## config.mk

```make
export PLATFORM = sky130hd
export DESIGN_NAME = multi_region_bump_allocator
export DESIGN_NICKNAME = d
export VERILOG_FILES = /design/src/design/mrba_pkg.sv /design/src/design/mrba_fit_unit.sv /design/src/design/multi_region_bump_allocator.sv
export SDC_FILE = /design/constraint.sdc
export NUM_CORES = 1
export LEC_CHECK = 0
export ABC_AREA = 1
export BUFFER_PORTS_ARGS = -buffer_cell sky130_fd_sc_hd__buf_2
export CELL_PAD_IN_SITES_DETAIL_PLACEMENT = 2
export CELL_PAD_IN_SITES_GLOBAL_PLACEMENT = 2
export CORE_MARGIN = 2
export CORE_UTILIZATION = 29
export DETAILED_ROUTE_END_ITERATION = 8
export PLACE_DENSITY_LB_ADDON = 0.1
export SLEW_MARGIN = 20
export SYNTH_ARGS = -nofsm -noshare
export SYNTH_HDL_FRONTEND = slang
export SYNTH_SLANG_ARGS = --single-unit
```

## constraint.sdc

```tcl
create_clock -name clock -period 7.4 [get_ports clock]
set_clock_uncertainty 0.05 [all_clocks]
set_input_delay 0.37 -clock clock [delete_from_list [all_inputs] [get_ports clock]]
set_output_delay 0.37 -clock clock [all_outputs]
set_load 0.02 [all_outputs]
```

## src/design/mrba_pkg.sv

```systemverilog
// ----------------------------------------------------------------------------
// mrba_pkg
// shared types and constants of the multi-region bump allocator
// ----------------------------------------------------------------------------
package mrba_pkg;

   // regions in use, 1 to 4
   localparam int REGIONS     = 4;
   // storage for region registers is always four regions deep
   localparam int MAX_REGIONS = 4;
   // allocation alignment in bytes, a power of two from 1 to 256
   localparam int ALIGN_BYTES = 4;

   localparam int ADDR_W   = 16;
   localparam int CURSOR_W = 17;
   localparam int LEFT_W   = 17;
   localparam int RIDX_W   = 2;
   localparam int CSR_IDX_W = 3;
   localparam int IDX_W     = (REGIONS > 1) ? $clog2(REGIONS) : 1;
   localparam int MAX_IDX_W = $clog2(MAX_REGIONS);

   // command codes
   localparam logic CMD_RESTART = 1'b0;
   localparam logic CMD_RESERVE = 1'b1;

   // low bit of a register index selects first or last address
   localparam logic CSR_SEL_FIRST = 1'b0;
   localparam logic CSR_SEL_LAST  = 1'b1;

   typedef enum logic {
      ST_IDLE,
      ST_SCAN
   } state_type;

   // result of checking one region against the request
   typedef struct packed {
      logic                fits;
      logic [ADDR_W-1:0]   start;
      logic [LEFT_W-1:0]   left;
      logic [CURSOR_W-1:0] next_cursor;
   } fit_type;

endpackage

```

## src/design/mrba_fit_unit.sv

```systemverilog
// ----------------------------------------------------------------------------
// mrba_fit_unit
// aligns one region cursor and tests whether the request fits in that region
// ----------------------------------------------------------------------------
module mrba_fit_unit (
   input  logic [mrba_pkg::CURSOR_W-1:0] cursor,
   input  logic [mrba_pkg::ADDR_W-1:0]   last_addr,
   input  logic [mrba_pkg::ADDR_W-1:0]   size,
   output mrba_pkg::fit_type             result
);
   import mrba_pkg::*;

   // one extra bit so rounding up a large cursor never wraps
   localparam int ALN_W = CURSOR_W + 1;
   localparam logic [ALN_W-1:0] ALIGN_ADD  = ALN_W'(ALIGN_BYTES - 1);
   localparam logic [ALN_W-1:0] ALIGN_MASK = ~ALN_W'(ALIGN_BYTES - 1);

   logic [ALN_W-1:0]    aligned;
   logic                in_range;
   logic [LEFT_W-1:0]   span;

   always_comb begin
      aligned  = ({1'b0, cursor} + ALIGN_ADD) & ALIGN_MASK;
      in_range = aligned <= {{(ALN_W - ADDR_W){1'b0}}, last_addr};
      // only meaningful when in range, then aligned fits in ADDR_W bits
      span     = {1'b0, last_addr} - LEFT_W'(aligned[ADDR_W-1:0]) + LEFT_W'(1);

      result.fits        = in_range && (span >= {1'b0, size});
      result.start       = aligned[ADDR_W-1:0];
      result.left        = span - {1'b0, size};
      result.next_cursor = {1'b0, aligned[ADDR_W-1:0]} + {1'b0, size};
   end

endmodule

```

## src/design/multi_region_bump_allocator.sv

```systemverilog
// ----------------------------------------------------------------------------
// multi_region_bump_allocator
// first-fit bump allocator over up to four address regions
// ----------------------------------------------------------------------------
//
//   channel   direction  handshake               payload
//   req       in         req_valid / req_ready   command, request_bytes
//   rsp       out        rsp_valid / rsp_ready   granted, block_address,
//                                                region_index, bytes_left
//   csr       in         csr_write_enable        csr_index, csr_write_data
//
// a transfer on req starts a scan that checks one region per cycle, until
// it finds its result, with a single shared fit unit; a reserve stops at the
// first fitting region, a restart checks no region; the result lands in an
// output register; a scan that finishes while that register is still held
// waits in place, with no state changed, until rsp frees up; req_ready stays
// low until the scan has written its result, so a new request waits for it
// synchronous active-high reset: cursors and first addresses go to 1, last
// addresses to 0, no result pending
// ----------------------------------------------------------------------------
module multi_region_bump_allocator (
   input  logic                          clock,
   input  logic                          reset,

   input  logic                          req_valid,
   output logic                          req_ready,
   input  logic                          req_command,
   input  logic [mrba_pkg::ADDR_W-1:0]   req_request_bytes,

   output logic                          rsp_valid,
   input  logic                          rsp_ready,
   output logic                          rsp_granted,
   output logic [mrba_pkg::ADDR_W-1:0]   rsp_block_address,
   output logic [mrba_pkg::RIDX_W-1:0]   rsp_region_index,
   output logic [mrba_pkg::LEFT_W-1:0]   rsp_bytes_left,

   input  logic                          csr_write_enable,
   input  logic [mrba_pkg::CSR_IDX_W-1:0] csr_index,
   input  logic [mrba_pkg::ADDR_W-1:0]   csr_write_data
);
   import mrba_pkg::*;

   localparam logic [IDX_W-1:0] LAST_IDX = IDX_W'(REGIONS - 1);

   // sequencer
   state_type             state_ff, state_in;
   logic [IDX_W-1:0]      scan_idx_ff, scan_idx_in;

   // captured request
   logic                  cmd_ff, cmd_in;
   logic [ADDR_W-1:0]     size_ff, size_in;

   // region registers and cursors
   logic [ADDR_W-1:0]     first_ff [MAX_REGIONS];
   logic [ADDR_W-1:0]     first_in [MAX_REGIONS];
   logic [ADDR_W-1:0]     last_ff  [MAX_REGIONS];
   logic [ADDR_W-1:0]     last_in  [MAX_REGIONS];
   logic [CURSOR_W-1:0]   cursor_ff [REGIONS];
   logic [CURSOR_W-1:0]   cursor_in [REGIONS];

   // output register
   logic                  rsp_valid_ff, rsp_valid_in;
   logic                  rsp_granted_ff, rsp_granted_in;
   logic [ADDR_W-1:0]     rsp_addr_ff, rsp_addr_in;
   logic [RIDX_W-1:0]     rsp_ridx_ff, rsp_ridx_in;
   logic [LEFT_W-1:0]     rsp_left_ff, rsp_left_in;

   logic                  out_free;
   fit_type               fit;

   // shared fit unit looks at the region under the scan index
   mrba_fit_unit u_fit (
      .cursor    (cursor_ff[scan_idx_ff]),
      .last_addr (last_ff[MAX_IDX_W'(scan_idx_ff)]),
      .size      (size_ff),
      .result    (fit)
   );

   // output slot is free when empty or being drained this cycle
   assign out_free  = !rsp_valid_ff || rsp_ready;
   assign req_ready = (state_ff == ST_IDLE);

   always_comb begin
      state_in       = state_ff;
      scan_idx_in    = scan_idx_ff;
      cmd_in         = cmd_ff;
      size_in        = size_ff;
      first_in       = first_ff;
      last_in        = last_ff;
      cursor_in      = cursor_ff;
      rsp_valid_in   = rsp_valid_ff && !rsp_ready;
      rsp_granted_in = rsp_granted_ff;
      rsp_addr_in    = rsp_addr_ff;
      rsp_ridx_in    = rsp_ridx_ff;
      rsp_left_in    = rsp_left_ff;

      // the user must write registers only while idle; the block does not enforce it
      if (csr_write_enable) begin
         if (csr_index[0] == CSR_SEL_LAST) begin
            last_in[csr_index[CSR_IDX_W-1:1]] = csr_write_data;
         end else begin
            first_in[csr_index[CSR_IDX_W-1:1]] = csr_write_data;
         end
      end

      unique case (state_ff)
         ST_IDLE: begin
            if (req_valid) begin
               cmd_in      = req_command;
               size_in     = req_request_bytes;
               scan_idx_in = '0;
               state_in    = ST_SCAN;
            end
         end
         ST_SCAN: begin
            if (cmd_ff == CMD_RESTART) begin
               // every cursor back to its region start, empty result
               if (out_free) begin
                  for (int i = 0; i < REGIONS; i++) begin
                     cursor_in[i] = {1'b0, first_ff[i]};
                  end
                  rsp_valid_in   = 1'b1;
                  rsp_granted_in = 1'b0;
                  rsp_addr_in    = '0;
                  rsp_ridx_in    = '0;
                  rsp_left_in    = '0;
                  state_in       = ST_IDLE;
               end
            end else if (fit.fits) begin
               // first fit: bump this cursor and report the block
               if (out_free) begin
                  cursor_in[scan_idx_ff] = fit.next_cursor;
                  rsp_valid_in   = 1'b1;
                  rsp_granted_in = 1'b1;
                  rsp_addr_in    = fit.start;
                  rsp_ridx_in    = RIDX_W'(scan_idx_ff);
                  rsp_left_in    = fit.left;
                  state_in       = ST_IDLE;
               end
            end else if (scan_idx_ff == LAST_IDX) begin
               // no region fits, nothing changes
               if (out_free) begin
                  rsp_valid_in   = 1'b1;
                  rsp_granted_in = 1'b0;
                  rsp_addr_in    = '0;
                  rsp_ridx_in    = '0;
                  rsp_left_in    = '0;
                  state_in       = ST_IDLE;
               end
            end else begin
               scan_idx_in = scan_idx_ff + IDX_W'(1);
            end
         end
         default: begin
            state_in = ST_IDLE;
         end
      endcase
   end

   always_ff @(posedge clock) begin
      if (reset) begin
         state_ff     <= ST_IDLE;
         scan_idx_ff  <= '0;
         rsp_valid_ff <= 1'b0;
         for (int i = 0; i < MAX_REGIONS; i++) begin
            first_ff[i] <= ADDR_W'(1);
            last_ff[i]  <= '0;
         end
         for (int i = 0; i < REGIONS; i++) begin
            cursor_ff[i] <= CURSOR_W'(1);
         end
      end else begin
         state_ff     <= state_in;
         scan_idx_ff  <= scan_idx_in;
         rsp_valid_ff <= rsp_valid_in;
         first_ff     <= first_in;
         last_ff      <= last_in;
         cursor_ff    <= cursor_in;
      end
   end

   // payload registers, no reset needed
   always_ff @(posedge clock) begin
      cmd_ff         <= cmd_in;
      size_ff        <= size_in;
      rsp_granted_ff <= rsp_granted_in;
      rsp_addr_ff    <= rsp_addr_in;
      rsp_ridx_ff    <= rsp_ridx_in;
      rsp_left_ff    <= rsp_left_in;
   end

   assign rsp_valid         = rsp_valid_ff;
   assign rsp_granted       = rsp_granted_ff;
   assign rsp_block_address = rsp_addr_ff;
   assign rsp_region_index  = rsp_ridx_ff;
   assign rsp_bytes_left    = rsp_left_ff;

endmodule

```

; ---- Yosys cells after proc, flatten, opt, wreduce, memory -nomap -nowiden
; Index checks and enable logic that the tools add are counted.
[totals]
register_bits = 253
latchBits = 0
ram_bits = 0
mem_bits_ro = 0
inputBits = 41
output_inout_bits = 38
elab_cells = 113
memories = 0
[op_classes]
n_addsub = 6
multipliers = 0
div_mod_pow = 0
order_cmp = 6
n_eq_ne = 9
shifts = 0
muxes = 53
bitwise = 4
reduce_logical = 14
[ops]
columns = op, count
row1 = 68-bit two-way mux, 4
row2 = 17-bit two-way mux, 8
row3 = 64-bit bitwise mux, 2
row4 = 16-bit two-way mux, 8
row5 = 68-bit bitwise mux, 1
row6 = 17-bit binary-select mux with 2-bit select, 1
row7 = 17-bit demux with 2-bit select, 1
row8 = 16-bit binary-select mux with 2-bit select, 1
row9 = 16-bit demux with 2-bit select, 1
row10 = "17-bit by 2-bit adder with 18-bit output, second input constant", 1
row11 = 18-bit by 16-bit less-or-equal comparator with 1-bit output, 1
row12 = 2-bit two-way mux, 9
row13 = 16-bit by 16-bit adder with 17-bit output, 1
row14 = "17-bit by 1-bit adder with 17-bit output, second input constant", 1
row15 = 17-bit by 16-bit >= comparator with 1-bit output, 1
row16 = 16-bit by 16-bit subtractor with 17-bit output, 1
row17 = 17-bit by 16-bit subtractor with 17-bit output, 1
row18 = 1-bit two-way mux, 15
row19 = "2-bit != test, second input constant", 4
row20 = 4-bit AND reduction, 2
row21 = "3-bit >= comparator, second input constant", 2
row22 = "3-bit by 1-bit < comparator with 1-bit output, second input constant", 2
row23 = 2-bit inverter with 3-bit output, 2
row24 = 2-bit AND reduction, 3
row25 = 13 further kinds, 19

; ---- Logic depth before layout (Yosys ltp)
; Gate-level depths: netlist of the first run.
[logic_depth]
ltp_word = 12
mapped_depth = 42
mapped_depth_nobuf = 40

; ---- Cells and area by module
; Synthesis of the first run repeated with hierarchy kept, for this count alone.
[hier_totals]
cells_unflattened = 2115
area_unflattened_um2 = 14530.2
[modules_own_cells]
columns = mod, n_inst, cells_per_inst, area_per_inst_um2, seq_area_each_um2
row1 = multi_region_bump_allocator, 1, 1601, 11446.0, 5595.4
row2 = mrba_fit_unit, 1, 514, 3084.2, 0.0

; ---- Least setup slack after synthesis of the first run
; No wires, ideal clock.
[synth_timing]
kind = register to register
startpoint = reg scan_idx_ff[0]
endpoint = reg rsp_addr_ff[0] (netlist: rsp_block_address[0]) (enable)
setup_ps = 441
t_arrival_ps = 6911
t_required_ps = 6909
setup_slack_ps = -2
stages_incl_launch_ff = 35
path_buffers = 6
synth_period_minus_slack_ps = 7402
cell_sequence = dfxtp_1 inv_2 buf_2 buf_4 buf_4 clkbuf_1 clkbuf_1 nand2_1 a32oi_1 inv_1 ha_1 ha_1 nand2_1 o21ai_0 nand4_1 o211ai_1 a21o_1 a21oi_1 o21ai_0 nand2_1 inv_1 nor2_1 nor2_1 nor2_1 xor2_1 ha_1 nand2_1 nor2_1 a41o_1 a21oi_1 nand2_1 nand3_2 buf_2 inv_1 a21oi_1
[synth_between]
elab_chain_len = 11
word_cells_on_any_way = 17
cone_classes = add/sub: 3 / order compare: 2 / eq/ne: 3 / mux: 6 / bitwise: 1 / reduce/logical: 2
[synth_rtl]
columns = item, line
row1 = from (decl), multi_region_bump_allocator.sv:47  ; logic [IDX_W-1:0] scan_idx_ff, scan_idx_in;
row2 = from (signal assigned), multi_region_bump_allocator.sv:174  ; scan_idx_ff <= scan_idx_in;
row3 = 2-bit inverter with 3-bit output (not written as such), "multi_region_bump_allocator.sv:73, multi_region_bump_allocator.sv:74"
row4 = 17-bit binary-select mux with 2-bit select, multi_region_bump_allocator.sv:73  ; .cursor (cursor_ff[scan_idx_ff]),
row5 = 17-bit two-way mux (not written as such) (2 in a row), multi_region_bump_allocator.sv:73
row6 = 17-bit by 2-bit adder with 18-bit output, mrba_fit_unit.sv:23  ; aligned = ({1'b0, cursor} + ALIGN_ADD) & ALIGN_MASK;
row7 = 16-bit by 16-bit subtractor with 17-bit output, mrba_fit_unit.sv:26  ; span = {1'b0, last_addr} - LEFT_W'(aligned[ADDR_W-1:0]) + LEFT_W'(1);
row8 = 17-bit by 1-bit adder with 17-bit output, mrba_fit_unit.sv:26
row9 = 17-bit by 16-bit >= comparator with 1-bit output, mrba_fit_unit.sv:28  ; result.fits = in_range && (span >= {1'b0, size});
row10 = 1-bit logical AND, mrba_fit_unit.sv:28
row11 = 3-bit by 1-bit != test with 1-bit output (no source line) or 3-bit != test (tied branches), n/a
row12 = 3-bit AND reduction (no source line) (*), n/a
row13 = to (signal assigned), multi_region_bump_allocator.sv:187  ; rsp_addr_ff <= rsp_addr_in;
row14 = to (decl), multi_region_bump_allocator.sv:64  ; logic [ADDR_W-1:0] rsp_addr_ff, rsp_addr_in;
; Mark *: on every way between the ends. The rest lies on a longest branch, timed or not. The select of a mux whose other input is x is not followed.
; A chain may end at the register's enable or synchronous reset.

; ---- Worst setup path in the final report of the first run
[layout_timing]
startpoint = reg scan_idx_ff[0]
endpoint = reg cursor_ff[65] (netlist name)
[layout_between]
elab_chain_len = 11
word_cells_on_any_way = 26
cone_classes = add/sub: 4 / order compare: 4 / eq/ne: 2 / mux: 12 / bitwise: 1 / reduce/logical: 3
[layout_rtl]
columns = item, line
row1 = 2-bit inverter with 3-bit output (not written as such) (*), "multi_region_bump_allocator.sv:73, multi_region_bump_allocator.sv:74, multi_region_bump_allocator.sv:132"
row2 = 17-bit binary-select mux with 2-bit select, multi_region_bump_allocator.sv:73
row3 = 17-bit two-way mux (not written as such) (2 in a row), multi_region_bump_allocator.sv:73
row4 = 17-bit by 2-bit adder with 18-bit output, mrba_fit_unit.sv:23
row5 = 16-bit by 16-bit subtractor with 17-bit output, mrba_fit_unit.sv:26
row6 = 17-bit by 1-bit adder with 17-bit output, mrba_fit_unit.sv:26
row7 = 17-bit by 16-bit >= comparator with 1-bit output, mrba_fit_unit.sv:28
row8 = 1-bit logical AND, mrba_fit_unit.sv:28
row9 = 2-bit != test (no source line) or 2-bit by 1-bit != test with 1-bit output (tied branches), n/a
row10 = 4-bit AND reduction (no source line), n/a
row11 = to (signal assigned), multi_region_bump_allocator.sv:178  ; cursor_ff <= cursor_in;
row12 = to (decl), multi_region_bump_allocator.sv:58  ; logic [CURSOR_W-1:0] cursor_ff [REGIONS];
; Marked as above.

==> results of run 1 <==
## critical path: cells and delay by family (launching register included)
kind	cells	cell delay [ns]
AOI/OAI and AO/OA	9	2.13
and+or+nand+nor	13	2.00
buffers and inverters	4	1.05
adders and majority gates	3	0.90
DFF	1	0.35
xor gates and xnor gates	1	0.14
## timing repair
action	4_1_cts	5_1_grt
hold buffers	17	0
resized for setup	0	2
setup buffers	0	0
endpoints found under the setup margin	0	25
hold endpoints to repair	17	0
## logic make-up (layout without fill, tap and decap cells)
logic type | count (synthesis) | in the layout
and+or+nand+nor | 799 | 799
buffers and inverters | 270 | 351
DFF | 253 | 253
xor gates and xnor gates | 39 | 39
adders and majority gates | 70 | 70
AOI/OAI and AO/OA | 449 | 449
## power groups by stage
stage               clock network (mW)  registers, mW  logic (mW)
detailed placement                   0           1.86        4.79
global route                      1.78           1.86        5.36
CTS                               1.73           1.84        4.83
floorplan                            0           1.97        3.31
finish                            1.68           1.83        4.78
global placement                     0           1.85        4.70
## cells in the final DEF (no fill, tap or decap), types with 18 or more instances in the layout
cell / count
inv_1: 155
buf_4: 27
nand4_1: 67
edfxtp_1: 53
nor2_1: 256
xnor2_1: 21
o22ai_1: 28
ha_1: 68
nand3_1: 87
o21ai_0: 210
dfxtp_1: 199
buf_2: 78
a21oi_1: 158
nand2_1: 348
xor2_1: 18
clkbuf_16: 35
## layer usage
layer  vias to the layer above  wire length [µm]
met2                       168             26300
met3                        69              2210
met1                      6599             27100
met5                         -                16
met4                         2              1250
li1                       6425                 -
## sequential cells by signal (all words and copies together), names as in the netlist
name               flops
rsp_region_index       2
first_ff              64
last_ff               64
size_ff               16
rsp_valid              1
scan_idx_ff            2
cursor_ff             68
cmd_ff                 1
rsp_bytes_left        17
state_ff               1
rsp_granted            1
rsp_block_address     16
## final cells by class
cell class | count | area [µm²]
Inverter | 164 | 619
Tap cell | 615 | 769
Clock buffer | 54 | 1010
Timing Repair Buffer | 123 | 783
Multi-Input combinational cell | 1357 | 7140
Clock inverter | 10 | 128
Fill cell | 5519 | 31400
Sequential cell | 253 | 5600
## worst max-delay path by stage
| stage | startpoint | end | slack (ns) | depth (start not counted) |
|---|---|---|---|---|
| 3_5_place_dp | scan_idx_ff[0] | cursor_ff[65] | 0.57 | 34 |
| 3_3_place_gp | scan_idx_ff[0] | cursor_ff[62] | 0.93 | 35 |
| 6_report | scan_idx_ff[0] | cursor_ff[65] | 0.58 | 30 |
| 2_1_floorplan | scan_idx_ff[0] | rsp_block_address[0] | 0.80 | 34 |
| 4_1_cts | scan_idx_ff[0] | cursor_ff[66] | 0.55 | 35 |
| 5_1_grt | scan_idx_ff[0] | cursor_ff[59] | 0.01 | 34 |
## metrics by stage
stage | hold WS [ns] | power [mW]
after floorplan | 0.370 | 5.27
after global placement | 0.394 | 6.55
after detailed placement | 0.404 | 6.66
after CTS | 0.113 | 8.40
after global routing | 0.123 | 9.00
final | 0.134 | 8.29
==> results.json, run 1 <==
{
  "slowest_stage": "a32oi_1",
  "critPathKind": "reg -> reg",
  "setup_tns_ns": 0,
  "place_area_um2": 14700,
  "yosys.cell_count.top_type": "nand2_1",
  "cp_max_fo": 45,
  "syn2layout_area_growth_pct": 16.0,
  "initial_core_util_pct": 29.2,
  "min_from": "csr_write_data[1]",
  "num_rows": 80,
  "synth_top_area_share_pct": 28.9,
  "slew_viol_final": 0,
  "ys_warn_count": 0,
  "dieArea_um2": 49500,
  "ys_seq_elements": 253,
  "pre_cts_slack_ns": 0.574,
  "worst_pin_slew_ns": 1.01,
  "fin_util_pct": 33.8,
  "cellPowerDensity_nw_per_um2": 516,
  "synth_simple_gate_area_share_pct": 25.0,
  "vias": 13263,
  "synth_area_um2": 13800,
  "top_usage_layer": "met2",
  "grt_pass1_wl_um": 86600,
  "htreeDepth": 2,
  "portBuffers": 78,
  "ios": 79,
  "p_comb_share_pct": 57.6,
  "rsz0062_at_grt": "false",
  "dp_hpwl_um": 40700,
  "synth.mux.area_fraction_pct": 0,
  "clkSinkCount": 253,
  "p_switching_mw": 4.06,
  "synth_top_family_by_area": "simple AND/OR/NAND/NOR gates",
  "critPathLaunchType": "flop",
  "synth_nets": 1991,
  "die_width_um": 222,
  "synthTopCellsByCount": "nand2_1, nor2_1, o21ai_0",
  "r2r-start": "scan_idx_ff[0]",
  "ys_seq_area_share_pct": 40.4,
  "setup_viol": 0,
  "wl_per_cell_um": 22.0,
  "worstSetupEndpointType": "flop",
  "grt_overflow_total": 0,
  "insertion_delay_ns": 0.56,
  "cp.required_ns": 7.75,
  "fin_ws_ns": 0.576,
  "grt_pass1_vias": 14129,
  "status": "finished, final reports clean",
  "grt_usage_pct": 22.9,
  "met1_usage_pct": 30.5,
  "synth_compound_area_share_pct": 17.5,
  "dpl.cell_count": 2495,
  "fmax_mhz": 147,
  "synth_edf_count": 53,
  "die_h_um": 222,
  "synthXorXnorAreaFrac_pct": 2.47,
  "period_needed_ns": 6.82,
  "reg2reg_to": "cursor_ff[65]",
  "final_cell_area_um2": 16000,
  "root_buffer": "clkbuf_16",
  "rrSetupSlack_ns": 0.58,
  "finalHoldViolations": 0,
  "via_per_inst": 5.15,
  "avgSynthCellArea_um2": 7.36,
  "fin_cells": 2576,
  "use_met3_pct": 4.34,
  "layout-drive-gt1-share_pct": 10.4,
  "reg2reg_depth": 30,
  "swShare_pct": 49.0,
  "fin_nets": 2045,
  "ir_drop_mv": 0.299,
  "cp_common_cell": "nand2_1",
  "core_um2": 47400,
  "drt_iter0_markers": 745,
  "synth_top_area_cell": "dfxtp_1",
  "cts_tree": "done",
  "p_clk_share_pct": 20.3,
  "synth-async-reset-ratio_pct": 0,
  "hold_path_end": "last_ff[1]",
  "power.leakage_nw": 6.64,
  "wirelength_um": 56800,
  "min_path_type": "in -> reg",
  "ys_types": 47,
  "antenna_cells": 0,
  "synth.top_cells.by_area": "dfxtp_1, edfxtp_1, nand2_1",
  "synthFlopType": "dfxtp_1",
  "synthAdderAreaFrac_pct": 6.44,
  "cts_made_buffers": 35,
  "drtAntennaViolNets": 0,
  "cap_violations": 0,
  "p_seq_share_pct": 22.1,
  "drc": 0,
  "grt_antenna_before_repair": 1,
  "gp_congestion": 0.841,
  "clk_path_buf_depth": 3,
  "grt_max_degree": 68,
  "relSlewSlack_pct": 32.3,
  "clk_pin_slew_ns": 0.05,
  "arrival_ns": 7.17,
  "fin_crit_sh_pct": 92.2,
  "grtUsageMet2_pct": 38.2,
  "drt-pass1-iter-count": 5,
  "synthCells": 1880,
  "intPower_mw": 4.22,
  "critPathMaxStageDelay_ns": 0.73,
  "hold_depth": 3
}
No activity file was read; power rests on OpenSTA's default activity.
==> run 2: changes to the inputs <==
CORE_UTILIZATION = 28   (was 29)
clock period = 7.14 ns   (was 7.4 ns; I/O delays follow)
==> run 2 against run 1 <==
- total power rose by 4.1%
- routed wire length is 1.7% higher
- sequential share of layout area fell by 0.11 points
- via count fell by 0.61%
- clock power is essentially flat
- critical path depth grew 3
- sequential power rose by 4%
- combinational power grew 5.9%
- count of clock-buffer cells in the layout fell by 8
- core utilization is 0.87 points lower
- critical path type unchanged
- largest power group unchanged
==> results.json, run 2 (synthesis results as in run 1) <==
{
  "slew_viol_final": 0,
  "relSlewSlack_pct": 37.9,
  "p_switching_mw": 4.27,
  "totalPowerFinal_mw": 8.63,
  "fin_cells": 2624,
  "p_clk_share_pct": 19.3,
  "core_um2": 48800,
  "reg_top3": "cursor_ff x68, first_ff x64, last_ff x64",
  "p_comb_share_pct": 58.6,
  "vias": 13182,
  "grt_max_degree": 71,
  "p_seq_share_pct": 22.1,
  "multi_input_area_um2": 7140,
  "hold_depth": 3,
  "drt_iter0_markers": 596,
  "grt_pass1_wl_um": 87900,
  "dieArea_um2": 51200,
  "die_width_um": 226,
  "worstSetupEndpointType": "flop",
  "period_needed_ns": 6.30,
  "worst_pin_slew_ns": 0.929,
  "htreeDepth": 2,
  "fin_crit_sh_pct": 88.3,
  "cap_violations": 0,
  "setup_viol": 0,
  "root_buffer": "clkbuf_16",
  "die_h_um": 226,
  "cp_max_fo": 70,
  "via_per_inst": 5.02,
  "status": "finished, final reports clean",
  "wirelength_um": 57700,
  "cellPowerDensity_nw_per_um2": 536,
  "drc": 0,
  "power.leakage_nw": 6.64,
  "fmax_mhz": 159,
  "dp_hpwl_um": 40900,
  "setup_tns_ns": 0,
  "ios": 79,
  "antenna_cells": 0,
  "largest_register_ffs": 68,
  "grt_pass1_vias": 13849,
  "arrival_ns": 6.49,
  "regMostFlops": "cursor_ff",
  "syn2layout_area_growth_pct": 16.3,
  "clk_pin_slew_ns": 0.06,
  "reg2reg_depth": 33,
  "min_path_type": "in -> reg",
  "cts_made_buffers": 35,
  "layout-drive-gt1-share_pct": 10.6,
  "finalHoldViolations": 0,
  "drtAntennaViolNets": 0,
  "grt_usage_pct": 23.0,
  "grt_overflow_total": 0,
  "rsz0062_at_grt": "false",
  "clk_path_buf_depth": 3,
  "critPathLaunchType": "flop",
  "gp_congestion": 0.825,
  "critPathMaxStageDelay_ns": 0.39,
  "dpl.cell_count": 2548,
  "ir_drop_mv": 0.403,
  "cts_tree": "done",
  "slowest_stage": "ha_1",
  "regArea_um2": 5600,
  "fillers": 5794,
  "cp_common_cell": "nand2_1",
  "insertion_delay_ns": 0.55,
  "intPower_mw": 4.36,
  "cp.required_ns": 7.33,
  "fin_nets": 2049,
  "layout_commonest_cell": "nand2_1",
  "clkSinkCount": 253,
  "grt_antenna_before_repair": 2,
  "num_rows": 81,
  "final_cell_mix": "nand2_1, nor2_1, o21ai_0",
  "swShare_pct": 49.4,
  "wl_per_cell_um": 22.0,
  "portBuffers": 78,
  "critPathKind": "reg -> reg",
  "initial_core_util_pct": 28.3,
  "drt-pass1-iter-count": 4
}
-- run 2: timing repair --
| item | in CTS | in global routing |
|---|---|---|
| hold endpoints to repair | 17 | 0 |
| setup endpoints to repair | 0 | 79 |
| gates resized for setup | 0 | 5 |
| setup buffers | 0 | 0 |
| hold buffers | 17 | 0 |
-- run 2: path summary, 6_finish.rpt --
check                                    start  slack, ns                     to
worst max-delay path            scan_idx_ff[0]       0.84  rsp_block_address[10]
worst min register to register     last_ff[19]       0.41            last_ff[19]
worst min-delay path                 req_valid       0.12               state_ff
worst max register to register  scan_idx_ff[0]       0.84  rsp_block_address[10]
-- run 2: through the flow --
step                      utilization, %  hold WS (ns)  worst slack, ns  area, µm²
after global routing                33.0         0.108            0.122      16100
after global placement              30.4         0.392            0.726      14900
final                               33.0         0.124            0.836      16100
after detailed placement            30.4         0.401            0.550      14900
after CTS                           32.9        0.0970            0.525      16100
after floorplan                        -         0.370            0.538      13800
-- run 2: power by group through the flow --
stage / clock, mW / sequential [mW] / combinational [mW]
floorplan: 0 / 2.04 / 3.43
global placement: 0 / 1.93 / 4.98
detailed placement: 0 / 1.94 / 5.08
CTS: 1.72 / 1.91 / 5.11
global route: 1.77 / 1.93 / 5.67
finish: 1.67 / 1.91 / 5.06
-- run 2: final cells by class --
type,instances,area share (%)
inverters,164,3.85
clock inverters,13,0.567
flip-flops and latches,253,34.8
clock buffers,46,6.01
repair buffers,127,5.29
well taps,664,5.16
multi-input cells,1357,44.4
-- run 2: per-layer routing --
| metal | vias up | track usage [%] | part of all wire (%) |
|---|---|---|---|
| li1 | 6435 | - | - |
| met1 | 6515 | 31.7 | 48 |
| met2 | 179 | 38.2 | 47 |
| met3 | 53 | 2.62 | 3.1 |
| met4 | 0 | 5.88 | 2.0 |
| met5 | - | 0 | 0 |
-- run 2: critical path, delay by kind of cell (launching register included) --
family,cells,cell delay (ns)
buf+inv,5,0.86
fa+ha+maj,3,1.07
flops,1,0.37
compound gates,8,1.49
simple gates,16,1.97
xor+xnor,1,0.14
